**config.mk**
```make
export PLATFORM = sky130hd
export DESIGN_NAME = srtset_or_tree
export DESIGN_NICKNAME = d
export VERILOG_FILES = /design/src/rtl/srtset_pkg.sv /design/src/rtl/srtset_or_tree.sv
export SDC_FILE = /design/constraint.sdc
export NUM_CORES = 1
export LEC_CHECK = 0
export BUFFER_PORTS_ARGS = -buffer_cell sky130_fd_sc_hd__clkbuf_2
export CAP_MARGIN = 20
export CORE_AREA = 5 5 401 403
export CTS_CLUSTER_DIAMETER = 60
export CTS_CLUSTER_SIZE = 16
export DETAILED_ROUTE_END_ITERATION = 10
export DIE_AREA = 0 0 406 408
export PLACE_DENSITY_LB_ADDON = 0.1
export SYNTH_ARGS = -nofsm -noshare
export SYNTH_HDL_FRONTEND = slang
export SYNTH_SLANG_ARGS = --single-unit
export TNS_END_PERCENT = 30
```
**constraint.sdc**
```tcl
create_clock -name clk_i -period 1.3 [get_ports clk_i]
set_clock_uncertainty 0.2 [all_clocks]
set_input_delay 0.195 -clock clk_i [delete_from_list [all_inputs] [get_ports clk_i]]
set_output_delay 0.195 -clock clk_i [all_outputs]
set_load 0.05 [all_outputs]
```
**src/rtl/srtset_pkg.sv**
```systemverilog
// ----------------------------------------------------------------------------
// srtset_pkg: shared definitions for the sorted integer set
// Key type, operation codes, reserved keys, sizing and cell control.
// ----------------------------------------------------------------------------
package srtset_pkg;

  // sizing
  localparam int unsigned CAPACITY = 1024;
  localparam int unsigned CNT_W    = $clog2(CAPACITY + 1);
  localparam int unsigned KEY_W    = 32;
  localparam int unsigned FUNC_W   = 2;

  // match reduction: first level groups, second level combines the groups
  localparam int unsigned OR_GRP   = 32;
  localparam int unsigned OR_NGRP  = (CAPACITY + OR_GRP - 1) / OR_GRP;

  // operation codes
  localparam logic [FUNC_W-1:0] FUNC_ADD    = 2'd0;
  localparam logic [FUNC_W-1:0] FUNC_REMOVE = 2'd1;
  localparam logic [FUNC_W-1:0] FUNC_QUERY  = 2'd2;
  localparam logic [FUNC_W-1:0] FUNC_UNUSED = 2'd3;

  typedef logic signed [KEY_W-1:0] key_t;

  // reserved bound keys
  localparam key_t KEY_LOW_RESERVED  = 32'sh8000_0000;
  localparam key_t KEY_HIGH_RESERVED = 32'sh7FFF_FFFF;

  // control broadcast to every cell
  typedef struct packed {
    logic cmp;  // compare stored key against search key
    logic ins;  // shift up and insert
    logic del;  // shift down over the removed key
  } cell_ctrl_t;

endpackage

```
**src/rtl/srtset_or_tree.sv**
```systemverilog
// ----------------------------------------------------------------------------
// srtset_or_tree: registered two-level match reduction
// Combines the per-cell match flags into one hit flag through two registered levels.
// ----------------------------------------------------------------------------
module srtset_or_tree (
  input  logic                               clk_i,
  input  logic [srtset_pkg::CAPACITY-1:0]    eq_i,
  output logic                               hit_o
);
  import srtset_pkg::*;

  logic [OR_NGRP*OR_GRP-1:0] pad;
  logic [OR_NGRP-1:0]        grp_d;
  logic [OR_NGRP-1:0]        grp_q;
  logic                      hit_q;

  // pad the flags to whole groups
  always_comb begin
    pad                 = '0;
    pad[CAPACITY-1:0]   = eq_i;
  end

  // first level: one OR per group
  for (genvar g = 0; g < OR_NGRP; g++) begin : g_grp
    assign grp_d[g] = |pad[g*OR_GRP +: OR_GRP];
  end

  // both levels registered
  always_ff @(posedge clk_i) begin
    grp_q <= grp_d;
    hit_q <= |grp_q;
  end

  assign hit_o = hit_q;

endmodule

```
==> out/metrics.yaml <==
outcome:
  outcome: "complete, but fails checks"
  violations: "negative hold slack, negative setup slack"
worst_setup_path:
  cp.required_ps: 1310
  critPathArrivalTime_ps: 1900
  start_kind: "register"
  cp_max_fo: 1
  cp-end-kind: "register"
  critical_path_class: "reg -> reg"
detailed_routing:
  ant_nets: 0
  firstDrtPassIters: 4
  vias_per_cell: 2.35
  wl_per_cell_um: 17.6
  wl_mm: 62.8
  drt_iter0_markers: 194
  drcViolationCount: 0
  vias: 8380
yosys:
  netlist.area_leader.share_pct: 46.1
  synth.distinct_cells: 5
  yosys.area_share.simple_pct: 78.9
  synth_area_leaders: "nor4_1, dfxtp_1, nand4_1, nor4_2, or2_1"
  synth_top_cell_by_area: "nor4_1"
  synth_edf_count: 0
  yosysSeqAreaShare_pct: 21.1
  synthAdderAreaFrac_pct: 0
  synth_top_family_by_area: "simple AND/OR/NAND/NOR gates"
  synthesis.nets: 1421
  syn_area_mm2: 0.00314
  ys_dominant_reg_cell: "dfxtp_1"
  synth.most_common_cell: "nor4_1"
  synth_xor_area_share_pct: 0
  syn_avg_cell_area_um2: 7.92
  ys_seq_elements: 33
  synth_compound_area_share_pct: 0
  synthCells: 396
  synth_commonest_cells: "nor4_1, nand4_1, dfxtp_1, nor4_2, or2_1"
  synthMuxAreaShare_pct: 0
  synthArstFlopShare_pct: 0
  yosys_warnings: 0
timing:
  max_clock_freq_mhz: 529
  fin_tns_setup_ps: -796
  setup_viol: 7
  holdWs_ps: -64.9
  worst_pin_slew_ps: 568
  hold_viol: 13
  rsz0062_at_grt: "true"
  slew_viol_final: 0
  slew_headroom_pct: 61.8
  period_needed_ps: 1890
  min_period_over_period_pct: 145
  setup_ws_ps: -589
clock_tree:
  path_clk_slew_ps: 90
  numCtsBuffers: 5
  postCtsSetupBuffers: 0
  clk_latency_ps: 350
  holdBufCountCts: 6
  max-clock-path-buffers: 2
  htree_num_levels: 2
  cts_tree: "built"
  cts.sinks: 33
  root_buffer: "clkbuf_16"
placed_design:
  gp_congestion: 0.983
  place_hpwl_mm: 60.8
  dp.cells: 3543
  portBuffers: 1025
grt:
  first_global_vias: 10200
  grt_usage_pct: 7.17
  grt_max_degree: 13
  grt_pass1_wl_mm: 80.2
  grt_antenna_before_repair: 16
  grt.overflow.total: 0
power:
  power_density_mw_per_mm2: 418
  p_leak_nw: 5.12
  power_mw: 4.93
  ir_drop_mv: 0.602
floorplanning:
  fp.dieW_um: 406
  dieArea_mm2: 0.166
  rows: 146
  design.core.area_mm2: 0.157
  start_util_pct: 2.00
  io-pin-count: 1026
  die_h_um: 408
layout:
  fin_util_pct: 7.51
  areaGrowthSynthToFinish_pct: 276
  drive_above_1_share_pct: 76.9
  nets: 2508
  stdcell_count: 3564
hold_path:
  min_path_type: "in -> reg"
job:
  maxCapViolCount: 0
-- flip-flops by register name, summed over array words and instances (netlist names) --
register,count
grp_q,32
hit_o,1
-- power by group --
part	switching [mW]	leakage [nW]	total, mW	internal [mW]
clock network	0.734	0.0945	1.85	1.11
registers	0.000000000452	0.267	1.01	1.01
logic	0.828	4.76	2.08	1.25
total	1.56	5.12	4.93	3.37
-- path summary, 6_finish.rpt --
path / startpoint / slack, ps / depth (start not counted) / to
max reg2reg: grp_q[0]$_DFF_P_ / -590 / 3 / hit_o$_DFF_P_
min reg2reg: grp_q[17]$_DFF_P_ / 570 / 5 / hit_o$_DFF_P_
min: eq_i[69] / -60 / 4 / grp_q[2]$_DFF_P_
max: grp_q[0]$_DFF_P_ / -590 / 3 / hit_o$_DFF_P_
-- cell families (layout without fill, tap and decap cells) --
logic type	count (synthesis)	count (layout)
flops	33	33
buf+inv	0	1088
other cells	0	8
simple gates	363	363
-- cell usage in the layout (no fill, tap or decap), drive strengths merged --
cell          netlist  final
diode               0      8
clkbuf              0   1025
buf                 0     54
dlymetal6s4s        0      1
inv                 0      1
dlygate4sd3         0      5
bufinv              0      2
or2                33     33
nand4              66     66
nor4              264    264
dfxtp              33     33
-- stage by stage --
stage	hold slack (ps)	cell area (um^2)	worst slack, ps
floorplan	168	3140	140
global placement	301	11300	-1860
detailed placement	294	11300	-1260
CTS	-118	11700	-924
global route	-79.0	11800	-826
finish	-64.9	11800	-589
-- critical path: stages, from the launching register on --
cell     delay, ps
dfxtp_2        370
nor4_4         440
nand4_1        400
or2_1          340
-- repair_timing --
item                                    CTS  global route
resized for setup                        20            23
cloned                                    0             0
endpoints found under the setup margin    9            13
hold endpoints to repair                 18            14
pin swaps                                 3            14
-- per-layer routing --
metal / GRT usage [%] / up-vias / wire length, um
met1: 6.14 / 3816 / 19100
met3: 2.22 / 47 / 4770
met4: 2.05 / 8 / 1450
met2: 15.4 / 477 / 37500
met5: 0 / - / 54
li1: - / 4032 / -
-- area by class of cell --
class	instances	area [um^2]
Fill cell	18600	145000
Timing Repair Buffer	1080	5600
Multi-Input combinational cell	363	2720
Tap cell	2072	2590
Sequential cell	33	666
Clock buffer	5	125
Clock inverter	3	68.8
Antenna cell	8	20.0
No activity file was read; power rests on OpenSTA's default activity.
