**config.mk**
```make
export PLATFORM = sky130hd
export DESIGN_NAME = srtset_cell
export DESIGN_NICKNAME = d
export VERILOG_FILES = /design/src/rtl/srtset_pkg.sv /design/src/rtl/srtset_cell.sv
export SDC_FILE = /design/constraint.sdc
export NUM_CORES = 1
export LEC_CHECK = 0
export ABC_AREA = 1
export BUFFER_PORTS_ARGS = -buffer_cell sky130_fd_sc_hd__clkbuf_2
export CORE_ASPECT_RATIO = 1.2
export CORE_MARGIN = 2
export CORE_UTILIZATION = 46
export CTS_CLUSTER_DIAMETER = 60
export DETAILED_ROUTE_END_ITERATION = 7
export GPL_TIMING_DRIVEN = 0
export PLACE_DENSITY = 0.84
export SLEW_MARGIN = 5
export SYNTH_ARGS = -nofsm -noshare
export SYNTH_HDL_FRONTEND = slang
export SYNTH_SLANG_ARGS = --single-unit
export TNS_END_PERCENT = 10
```
**constraint.sdc**
```tcl
create_clock -name clk_i -period 2.6 [get_ports clk_i]
set_input_delay 0.52 -clock clk_i [delete_from_list [all_inputs] [get_ports clk_i]]
set_output_delay 0.52 -clock clk_i [all_outputs]
set_load 0.05 [all_outputs]
```
**src/rtl/srtset_pkg.sv**
```systemverilog
// ----------------------------------------------------------------------------
// srtset_pkg: shared definitions for the sorted integer set
// Key type, operation codes, reserved keys, sizing and cell control.
// ----------------------------------------------------------------------------
package srtset_pkg;

  // sizing
  localparam int unsigned CAPACITY = 1024;
  localparam int unsigned CNT_W    = $clog2(CAPACITY + 1);
  localparam int unsigned KEY_W    = 32;
  localparam int unsigned FUNC_W   = 2;

  // match reduction: first level groups, second level combines the groups
  localparam int unsigned OR_GRP   = 32;
  localparam int unsigned OR_NGRP  = (CAPACITY + OR_GRP - 1) / OR_GRP;

  // operation codes
  localparam logic [FUNC_W-1:0] FUNC_ADD    = 2'd0;
  localparam logic [FUNC_W-1:0] FUNC_REMOVE = 2'd1;
  localparam logic [FUNC_W-1:0] FUNC_QUERY  = 2'd2;
  localparam logic [FUNC_W-1:0] FUNC_UNUSED = 2'd3;

  typedef logic signed [KEY_W-1:0] key_t;

  // reserved bound keys
  localparam key_t KEY_LOW_RESERVED  = 32'sh8000_0000;
  localparam key_t KEY_HIGH_RESERVED = 32'sh7FFF_FFFF;

  // control broadcast to every cell
  typedef struct packed {
    logic cmp;  // compare stored key against search key
    logic ins;  // shift up and insert
    logic del;  // shift down over the removed key
  } cell_ctrl_t;

endpackage

```
**src/rtl/srtset_cell.sv**
```systemverilog
// ----------------------------------------------------------------------------
// srtset_cell: one storage cell of the sorted chain
// Holds one key, compares it with the search key and shifts with neighbors.
// ----------------------------------------------------------------------------
module srtset_cell (
  input  logic                    clk_i,
  input  srtset_pkg::cell_ctrl_t  ctrl_i,
  input  logic                    occ_i,
  input  srtset_pkg::key_t        key_i,
  input  logic                    prev_lt_i,
  input  srtset_pkg::key_t        prev_key_i,
  input  srtset_pkg::key_t        next_key_i,
  output srtset_pkg::key_t        key_o,
  output logic                    lt_o,
  output logic                    eq_o
);
  import srtset_pkg::*;

  key_t key_q;
  logic lt_q;
  logic eq_q;

  // compare result, held until the shift is applied
  always_ff @(posedge clk_i) begin
    if (ctrl_i.cmp) begin
      lt_q <= occ_i && (key_q < key_i);
      eq_q <= occ_i && (key_q == key_i);
    end
  end

  // cells at or above the slot move up on insert, down on remove
  always_ff @(posedge clk_i) begin
    if (ctrl_i.ins && !lt_q) begin
      key_q <= prev_lt_i ? key_i : prev_key_i;
    end else if (ctrl_i.del && !lt_q) begin
      key_q <= next_key_i;
    end
  end

  assign key_o = key_q;
  assign lt_o  = lt_q;
  assign eq_o  = eq_q;

endmodule

```
==> flow_metrics.tcl, run 1 <==
set metrics [dict create \
    pre_cts_slack_ns 0.600 \
    dr.first_iter.drc_count 137 \
    path_clk_slew_ns 0.08 \
    synth_edf_count 34 \
    max_cap_violations 0 \
    nFillCells 506 \
    finalCriticalPeriod_ns 1.76 \
    synth_xor_area_share_pct 0 \
    status "complete, no violations" \
    synth.top_cells.by_count "93 x nand2_1, 41 x nor2_1, 38 x inv_1" \
    r2r_setup_slack_ns 0.84 \
    die_w_um 72.8 \
    globalRouteOverflowTotal 0 \
    holdBufCountCts 0 \
    cts.path.max_buffers 2 \
    synth-simple-area-share_pct 24.8 \
    ant_nets 0 \
    setup_ws_ns 0.838 \
    path_max_fanout 3 \
    p_leak_nw 1.87 \
    crit_chain "ha_1 -> nand2_1 -> nor2_2 -> nand2_2 -> nor4_4 -> nand2_1 -> a21oi_1 -> nor2_1" \
    reg2reg_depth 8 \
    clock_latency_ns 0.29 \
    ys_top_cells_by_area "edfxtp_1 39%, ha_1 15%, nand2_1 13%, a31oi_1 7.7%, nor2_1 5.9%" \
    setup_violations 0 \
    grt_util_all_layers_pct 23.0 \
    critical-path-top-delay-family "simple AND/OR/NAND/NOR gates" \
    wl_per_cell_um 13.6 \
    firstDrtPassIters 4 \
    critPathMaxStageDelay_ns 0.41 \
    synthArstFlopShare_pct 0 \
    synth-seq-cells 34 \
    tightestPinTransition_ns 0.427 \
    fin_area_mm2 0.00347 \
    p_per_area_mw_per_mm2 524 \
    fin_crit_sh_pct 67.8 \
    start_util_pct 47.0 \
    required_ns 2.65 \
    synth_top_area_share_pct 39.1 \
    maxSlewHeadroom_pct 71.6 \
    worstPathArrival_ns 1.81 \
    finalNonFillerCells 530 \
    rows 30 \
    grt_max_degree 33 \
    die_area_mm2 0.00630 \
    fp.dieH_um 86.6 \
    synthFlopType "edfxtp_1" \
    whs_path_depth 1 \
    dp.cells 522 \
    vias 2647 \
    clock-sinks 34 \
    synth_nets 457 \
    htreeDepth 2 \
    crit_path_top_delay_cell "edfxtp_1" \
    hold_path_class "in2reg" \
    synthMostInstantiatedCell "nand2_1" \
    cp_num_buf_inv 0 \
    fin_nets 599 \
    diodes 0 \
    routed_wl_um 7190 \
    synth_adder_area_share_pct 15.3 \
    start_kind "flop" \
    synthMuxAreaShare_pct 0 \
    cts_made_buffers 5 \
    drive_gt1_share_pct 36.5 \
    antenna_found_initial 0 \
    post-route-drc-count 0 \
    synth_compound_area_share_pct 12.4 \
    finalPower_mw 1.82 \
    port-buffer-count 134 \
    syn-instance-count 323 \
    gp_congestion 0.840 \
    cts_tree "yes" \
    hold_viol_final 0 \
    hpwl_um 5730 \
    ys_seq_area_share_pct 39.1 \
    grt_setup_unrepaired "false" \
    yosysWarnings 0 \
    synth_top_area_cell "edfxtp_1" \
    cts-root-buf "clkbuf_8" \
    report.final.slew_viol_count 0 \
    synth_area_per_cell_um2 8.09 \
    io_pins 136 \
    ys_types 27 \
    grt_pass1_vias 2664 \
    max_freq_mhz 568 \
    core_area_mm2 0.00556 \
    grt_pass1_wl_um 11400 \
    area_delta_synth_final_pct 32.9 \
    ir_drop_uv 301 \
    crit_top_cell "nand2_1" \
    synth_top_family_by_area "simple AND/OR/NAND/NOR gates" \
    fin_skew_ns 0.00588 \
    place_area_mm2 0.00339 \
    endpoint_kind "flop" \
    avgViaCountPerCell 4.99 \
    syn_area_mm2 0.00261 \
    post_cts_resized 0 \
    worst_hold_slack_ns 0.458 \
    crit_cells 8 \
    path_class "reg2reg" \
    post_cts_buffers 0 \
]
[logic make-up after synthesis]
| logic type | count (synthesis) |
|---|---|
| AND/OR/NAND/NOR | 150 |
| buffers and inverters | 55 |
| AO/OA/AOI/OAI | 52 |
| flip-flops | 34 |
| adder cells (fa/ha/maj) | 32 |
[report_power, final]
group	switching, mW	total [mW]	internal (mW)	leakage, nW
logic	0.478	0.711	0.233	1.50
registers	0.0362	0.721	0.685	0.328
clock network	0.204	0.389	0.184	0.0426
[registers in the layout (all words and copies together) (netlist names)]
signal	count
key_o	32
lt_o	1
eq_o	1
[layer usage]
layer / vias up / share of wire [%] / GRT usage [%]
li1: 1363 / - / -
met4: 0 / 2.0 / 8.08
met3: 14 / 4.7 / 4.30
met1: 1189 / 42 / 27.2
met2: 81 / 51 / 41.0
met5: - / 0 / 0
[placed cells by master, fill, tap and decap left out, types with 2 or more instances in the layout]
| cell | count |
|---|---|
| clkbuf_2 | 134 |
| nand2_1 | 93 |
| nor2_1 | 40 |
| inv_1 | 38 |
| edfxtp_1 | 34 |
| a31oi_1 | 32 |
| ha_1 | 32 |
| a21oi_1 | 13 |
| buf_2 | 11 |
| clkbuf_8 | 5 |
| inv_2 | 4 |
| clkbuf_1 | 3 |
| nand3_1 | 3 |
| nand2_2 | 3 |
| nor2_4 | 2 |
| o21ai_0 | 2 |
| nand2_4 | 2 |
[path summary, 6_finish.rpt]
kind,start,end
max,key_o[31]$_DFFE_PP_,lt_o$_DFFE_PP_
min reg2reg,lt_o$_DFFE_PP_,key_o[1]$_DFFE_PP_
min,ctrl_i[2],eq_o$_DFFE_PP_
max reg2reg,key_o[31]$_DFFE_PP_,lt_o$_DFFE_PP_
[through the flow]
stage	util [%]	TNS, ns
floorplan	-	0
global placement	60.5	-16.56
detailed placement	61.0	0
global route	62.5	0
finish	62.5	0
CTS	62.5	0
[area by class of cell]
type / count / area (um^2) / share of cell area [%]
Buffer: 13 / 62.6 / 1.80
Clock buffer: 6 / 72.6 / 2.09
Clock inverter: 2 / 8.76 / 0.252
Inverter: 42 / 158 / 4.54
Multi-Input combinational cell: 234 / 1380 / 39.7
Sequential cell: 34 / 1020 / 29.4
Tap cell: 64 / 80.1 / 2.31
Timing Repair Buffer: 135 / 691 / 19.9
(Power assumes the default switching activity.)
==> run 2, diff against run 1 <==
--- a/config.mk
+++ b/config.mk
@@ -5,15 +5,15 @@
 export SDC_FILE = /design/constraint.sdc
 export NUM_CORES = 1
 export LEC_CHECK = 0
-export ABC_AREA = 1
+export ABC_AREA = 0
 export BUFFER_PORTS_ARGS = -buffer_cell sky130_fd_sc_hd__clkbuf_2
 export CORE_ASPECT_RATIO = 1.2
 export CORE_MARGIN = 2
-export CORE_UTILIZATION = 46
+export CORE_UTILIZATION = 45
 export CTS_CLUSTER_DIAMETER = 60
 export DETAILED_ROUTE_END_ITERATION = 7
 export GPL_TIMING_DRIVEN = 0
-export PLACE_DENSITY = 0.84
+export PLACE_DENSITY = 0.83
 export SLEW_MARGIN = 5
 export SYNTH_ARGS = -nofsm -noshare
 export SYNTH_HDL_FRONTEND = slang
==> constraint.sdc (replaced) <==
create_clock -name clk_i -period 1.8 [get_ports clk_i]
set_input_delay 0.36 -clock clk_i [delete_from_list [all_inputs] [get_ports clk_i]]
set_output_delay 0.36 -clock clk_i [all_outputs]
set_load 0.05 [all_outputs]
==> run 2 against run 1 <==
Compared with the run above: utilization rose by 2.5 points; flip-flop and latch count stayed put; clock skew is 0.0012 ns higher; combinational power increased by 41%; clock-buffer cell count shrank 1; critical endpoint unchanged; fmax fell by 3.9%; total power is 41% higher; the run now ends with setup timing left; register-to-register slack worse by 0.87 ns.
==> flow_metrics.tcl, run 2 <==
set metrics [dict create \
    finalNonFillerCells 470 \
    die_area_mm2 0.00624 \
    globalRouteOverflowTotal 0 \
    grt_pass1_vias 2387 \
    largest_reg_flops 32 \
    diodes 0 \
    required_ns 1.93 \
    ys_types 24 \
    cts-root-buf "clkbuf_8" \
    fin_nets 541 \
    synth.top_cells.by_count "40 x nand2_1, 34 x edfxtp_1, 34 x inv_1" \
    p_leak_nw 1.86 \
    post-route-drc-count 0 \
    setup.worst_path.start "key_o[11]$_DFFE_PP_" \
    reg2reg_depth 6 \
    synth_area_per_cell_um2 9.66 \
    synth_top_area_share_pct 40.4 \
    p_per_area_mw_per_mm2 737 \
    hold_start "ctrl_i[2]" \
    synthArstFlopShare_pct 0 \
    clock-sinks 34 \
    hold_viol_final 0 \
    fin_skew_ns 0.00706 \
    dp.cells 458 \
    final_cell_mix "137 x clkbuf_2, 40 x nand2_1, 34 x inv_1, 34 x edfxtp_1, 33 x mux2i_1" \
    tightestPinTransition_ns 0.933 \
    path_max_fanout 2 \
    grt_pass1_wl_um 10600 \
    firstDrtPassIters 4 \
    core_area_mm2 0.00537 \
    start_kind "flop" \
    port-buffer-count 134 \
    hold_path_class "in2reg" \
    setup_ws_ns -0.0338 \
    violations "setup timing" \
    grt_max_degree 33 \
    ant_nets 0 \
    antenna_found_initial 0 \
    path_class "reg2reg" \
    whs_path_depth 1 \
    wl_per_cell_um 14.2 \
    grt_setup_unrepaired "true" \
    maxSlewHeadroom_pct 37.7 \
    avgViaCountPerCell 5.18 \
    status "finished with violations" \
    cts_tree "yes" \
    setup_violations 1 \
    final_util_pct 65.0 \
    hpwl_um 5500 \
    vias 2436 \
    rows 29 \
    routed_wl_um 6690 \
    final_common_cell "clkbuf_2" \
    holdBufCountCts 0 \
    cts_made_buffers 5 \
    gp_congestion 0.787 \
    dr.first_iter.drc_count 89 \
    htreeDepth 2 \
    area_delta_synth_final_pct 38.0 \
    fp.dieH_um 86.1 \
    worstPathArrival_ns 1.96 \
    path_clk_slew_ns 0.07 \
    fin_crit_sh_pct 102 \
    syn_area_mm2 0.00253 \
    syn-instance-count 262 \
    place_area_mm2 0.00333 \
    synth_nets 396 \
    endpoint_kind "flop" \
    synth-seq-cells 34 \
    start_util_pct 47.1 \
    ys_seq_area_share_pct 40.4 \
    report.final.slew_viol_count 0 \
    drive_gt1_share_pct 40.4 \
    io_pins 136 \
    r2r-start "key_o[11]$_DFFE_PP_" \
    synthFlopType "edfxtp_1" \
    synthMostInstantiatedCell "nand2_1" \
    finalCriticalPeriod_ns 1.83 \
    yosysWarnings 0 \
    fin_area_mm2 0.00349 \
    ys_top_cells_by_area "edfxtp_1 40%, ha_1 16%, mux2i_1 13%, nand2_1 5.9%, o21ai_0 5.9%" \
    die_w_um 72.4 \
    grt_util_all_layers_pct 21.8 \
    max_freq_mhz 545 \
    cts.path.max_buffers 2 \
    synth_edf_count 34 \
    ir_drop_uv 512 \
    synth_top_area_cell "edfxtp_1" \
    max_cap_violations 0 \
    clock_latency_ns 0.28 \
]
==> run 2: final cells by class <==
type	count	area [um^2]
Clock buffer	5	68.8
Sequential cell	34	1020
Tap cell	62	77.6
Fill cell	471	1880
Clock inverter	3	11.3
Timing Repair Buffer	139	708
Buffer	10	45.0
Multi-Input combinational cell	183	1430
Inverter	34	128
==> run 2: where the power goes <==
part	total (mW)	leakage, nW	switching (mW)	internal, mW
logic	0.999	1.48	0.652	0.347
registers	1.05	0.336	0.0544	0.991
clock network	0.529	0.0407	0.271	0.258
total	2.57	1.86	0.978	1.60
==> run 2: critical path: stages (launching register included) <==
cell,delay [ns]
edfxtp_1,0.44
ha_4,0.30
nand4_1,0.15
nor4_2,0.33
a22oi_1,0.13
a21oi_2,0.16
mux2i_1,0.19
==> run 2: cell families (layout without fill, tap and decap cells) <==
| family | Yosys count | count (layout) | synth area share, % |
|---|---|---|---|
| adder cells (fa/ha/maj) | 32 | 32 | 15.8 |
| AND/OR/NAND/NOR | 59 | 59 | 10.6 |
| flip-flops | 34 | 34 | 40.4 |
| multiplexers | 33 | 33 | 13.1 |
| buffers and inverters | 45 | 191 | 6.82 |
| AO/OA/AOI/OAI | 59 | 59 | 13.4 |
==> run 2: metrics by stage <==
stage,hold WS (ns),setup WS (ns),power (mW),setup TNS (ns)
floorplan,0.472,-0.174,1.73,-0.181
global placement,0.586,-0.216,2.00,-0.283
detailed placement,0.586,-0.195,2.04,-0.345
CTS,0.302,-0.0470,2.58,-0.245
global route,0.302,-0.181,2.73,-0.240
finish,0.309,-0.0338,2.57,-0.0338
==> run 2: worst paths after layout <==
kind / end / slack, ns
worst max-delay path: lt_o$_DFFE_PP_ / -0.03
worst max register to register: lt_o$_DFFE_PP_ / -0.03
worst min register to register: key_o[14]$_DFFE_PP_ / 0.83
worst min-delay path: eq_o$_DFFE_PP_ / 0.31
==> run 2: per-layer routing <==
layer	vias to the layer above	share of wire, %	track usage (%)
li1	1224	-	-
met1	1119	40	25.4
met2	81	52	39.8
met3	12	5.3	4.00
met4	0	2.3	7.58
met5	-	0	0
==> run 2: repair_timing <==
item | CTS | global route
endpoints found under the setup margin | 10 | 34
gates resized for setup | 3 | 9
endpoints found under the hold margin | 0 | 0
pin swaps | 7 | 6
setup buffers | 3 | 2
==> run 3, diff against run 2 <==
--- a/config.mk
+++ b/config.mk
@@ -7,13 +7,13 @@
 export LEC_CHECK = 0
 export ABC_AREA = 0
 export BUFFER_PORTS_ARGS = -buffer_cell sky130_fd_sc_hd__clkbuf_2
-export CORE_ASPECT_RATIO = 1.2
+export CORE_ASPECT_RATIO = 0.7
 export CORE_MARGIN = 2
-export CORE_UTILIZATION = 45
+export CORE_UTILIZATION = 41
 export CTS_CLUSTER_DIAMETER = 60
 export DETAILED_ROUTE_END_ITERATION = 7
 export GPL_TIMING_DRIVEN = 0
-export PLACE_DENSITY = 0.83
+export PLACE_DENSITY = 0.8
 export SLEW_MARGIN = 5
 export SYNTH_ARGS = -nofsm -noshare
 export SYNTH_HDL_FRONTEND = slang
==> constraint.sdc (replaced) <==
create_clock -name clk_i -period 1.6 [get_ports clk_i]
set_input_delay 0.32 -clock clk_i [delete_from_list [all_inputs] [get_ports clk_i]]
set_output_delay 0.32 -clock clk_i [all_outputs]
set_load 0.05 [all_outputs]
==> run 3 against run 2 <==
Compared with the run above: the flow still finishes with violations (setup timing); cell area is 2.6% higher; via count shrank 1.6%; global-route usage decreased by 1.9 points; combinational power increased by 17%; flip-flop and latch count stayed put; critical path type unchanged; largest cell class unchanged; largest power group unchanged.
==> flow_metrics.tcl, run 3 (synthesis results as in run 2) <==
set metrics [dict create \
    path_max_fanout 2 \
    antenna_found_initial 0 \
    finalCriticalPeriod_ns 1.84 \
    power_frac_comb_pct 39.6 \
    fin_nets 550 \
    wl_per_cell_um 14.1 \
    r2r-start "key_o[11]$_DFFE_PP_" \
    clockPowerShare_pct 20.5 \
    holdBufCountCts 0 \
    cts_made_buffers 5 \
    drive_gt1_share_pct 42.8 \
    max_cap_violations 0 \
    dr.first_iter.drc_count 42 \
    diodes 0 \
    grt_util_all_layers_pct 20.0 \
    path_class "reg2reg" \
    worstPathArrival_ns 1.97 \
    largest_reg_flops 32 \
    start_kind "flop" \
    r2r_end "lt_o$_DFFE_PP_" \
    required_ns 1.73 \
    status "finished with violations" \
    area_delta_synth_final_pct 41.6 \
    cts_tree "yes" \
    die_w_um 97.9 \
    port-buffer-count 134 \
    clock-sinks 34 \
    whs_path_depth 1 \
    report.final.slew_viol_count 0 \
    p_sw_mw 1.12 \
    fp.dieH_um 69.7 \
    tightestPinTransition_ns 0.937 \
    ir_drop_uv 529 \
    htreeDepth 2 \
    fin_crit_sh_pct 115 \
    final_common_cell "clkbuf_2" \
    nFillCells 517 \
    p_sw_share_pct 37.8 \
    grt_pass1_vias 2410 \
    path_clk_slew_ns 0.07 \
    ant_nets 0 \
    grt_pass1_wl_um 11100 \
    maxSlewHeadroom_pct 37.4 \
    cts.path.max_buffers 2 \
    hpwl_um 5600 \
    routed_wl_um 6920 \
    cts-root-buf "clkbuf_8" \
    core_area_mm2 0.00584 \
    hold_viol_final 0 \
    grt_max_degree 33 \
    setup_ws_ns -0.244 \
    final_cell_mix "140 x clkbuf_2, 39 x nand2_1, 34 x inv_1, 34 x edfxtp_1, 33 x mux2i_1" \
    avgViaCountPerCell 4.88 \
    fin_skew_ns 0.00357 \
    globalRouteOverflowTotal 0 \
    p_leak_nw 1.90 \
    reg2reg_depth 7 \
    holdPathEnd "eq_o$_DFFE_PP_" \
    r2r_setup_slack_ns -0.24 \
    hold_start "ctrl_i[2]" \
    internal_power_mw 1.83 \
    final_util_pct 61.3 \
    grt_setup_unrepaired "true" \
    hold_path_class "in2reg" \
    gp_congestion 0.845 \
    finalPower_mw 2.95 \
    start_util_pct 43.3 \
    io_pins 136 \
    rows 23 \
    firstDrtPassIters 4 \
    clock_latency_ns 0.28 \
    post-route-drc-count 0 \
    violations "setup timing" \
    endpoint_kind "flop" \
    max_freq_mhz 542 \
    setup_violations 2 \
    setup.worst_path.start "key_o[11]$_DFFE_PP_" \
    die_area_mm2 0.00682 \
    vias 2397 \
    seqPwrFrac_pct 39.8 \
    p_per_area_mw_per_mm2 823 \
]
run 3: final cells by class:
class,instances,area (um^2),share of cell area (%)
multi-input cells,183,1440,40.1
plain buffers,10,48.8,1.36
repair buffers,148,779,21.8
flip-flops and latches,34,1020,28.5
inverters,34,128,3.56
clock buffers,7,76.3,2.13
well taps,75,93.8,2.62
run 3: timing repair:
| action | CTS | global route |
|---|---|---|
| gates resized for setup | 5 | 13 |
| endpoints found under the setup margin | 66 | 50 |
| pin swaps | 6 | 8 |
| setup buffers | 5 | 9 |
run 3: critical path, stage by stage, from the launching register on:
cell and delay (ns):
edfxtp_1 0.43, ha_4 0.29, nand4_1 0.20, buf_4 0.20, nor2_1 0.12, a22oi_2 0.10, a21oi_2 0.17, mux2i_1 0.19
run 3: metrics by stage:
step	cells	area (um^2)	setup slack (ns)	TNS [ns]	hold slack [ns]
floorplan	262	2580	-0.374	-3.18	0.432
finish	491	3580	-0.244	-0.406	0.261
global placement	471	3340	-0.342	-5.70	0.544
CTS	482	3470	-0.258	-0.941	0.255
detailed placement	471	3340	-0.358	-7.14	0.545
global route	491	3580	-0.365	-2.49	0.260
run 3: power groups by stage:
stage,combinational (mW),clock (mW),sequential [mW]
after floorplan,0.425,0,1.52
after global placement,1.07,0,1.19
after detailed placement,1.10,0,1.20
after CTS,1.13,0.624,1.18
after global routing,1.28,0.648,1.19
final,1.17,0.606,1.17
run 3: worst max-delay path by stage:
stage / to / slack (ns)
2_1_floorplan: lt_o$_DFFE_PP_ / -0.37
3_3_place_gp: lt_o$_DFFE_PP_ / -0.34
3_5_place_dp: lt_o$_DFFE_PP_ / -0.36
4_1_cts: lt_o$_DFFE_PP_ / -0.26
5_1_grt: lt_o$_DFFE_PP_ / -0.37
6_report: lt_o$_DFFE_PP_ / -0.24
run 3: routing by layer:
| layer | vias to the layer above | global-route usage (%) | wire length (um) |
|---|---|---|---|
| li1 | 1238 | - | - |
| met1 | 1069 | 26.1 | 3180 |
| met2 | 84 | 34.5 | 3260 |
| met3 | 6 | 3.93 | 427 |
| met4 | 0 | 3.86 | 58 |
| met5 | - | 0 | 0 |
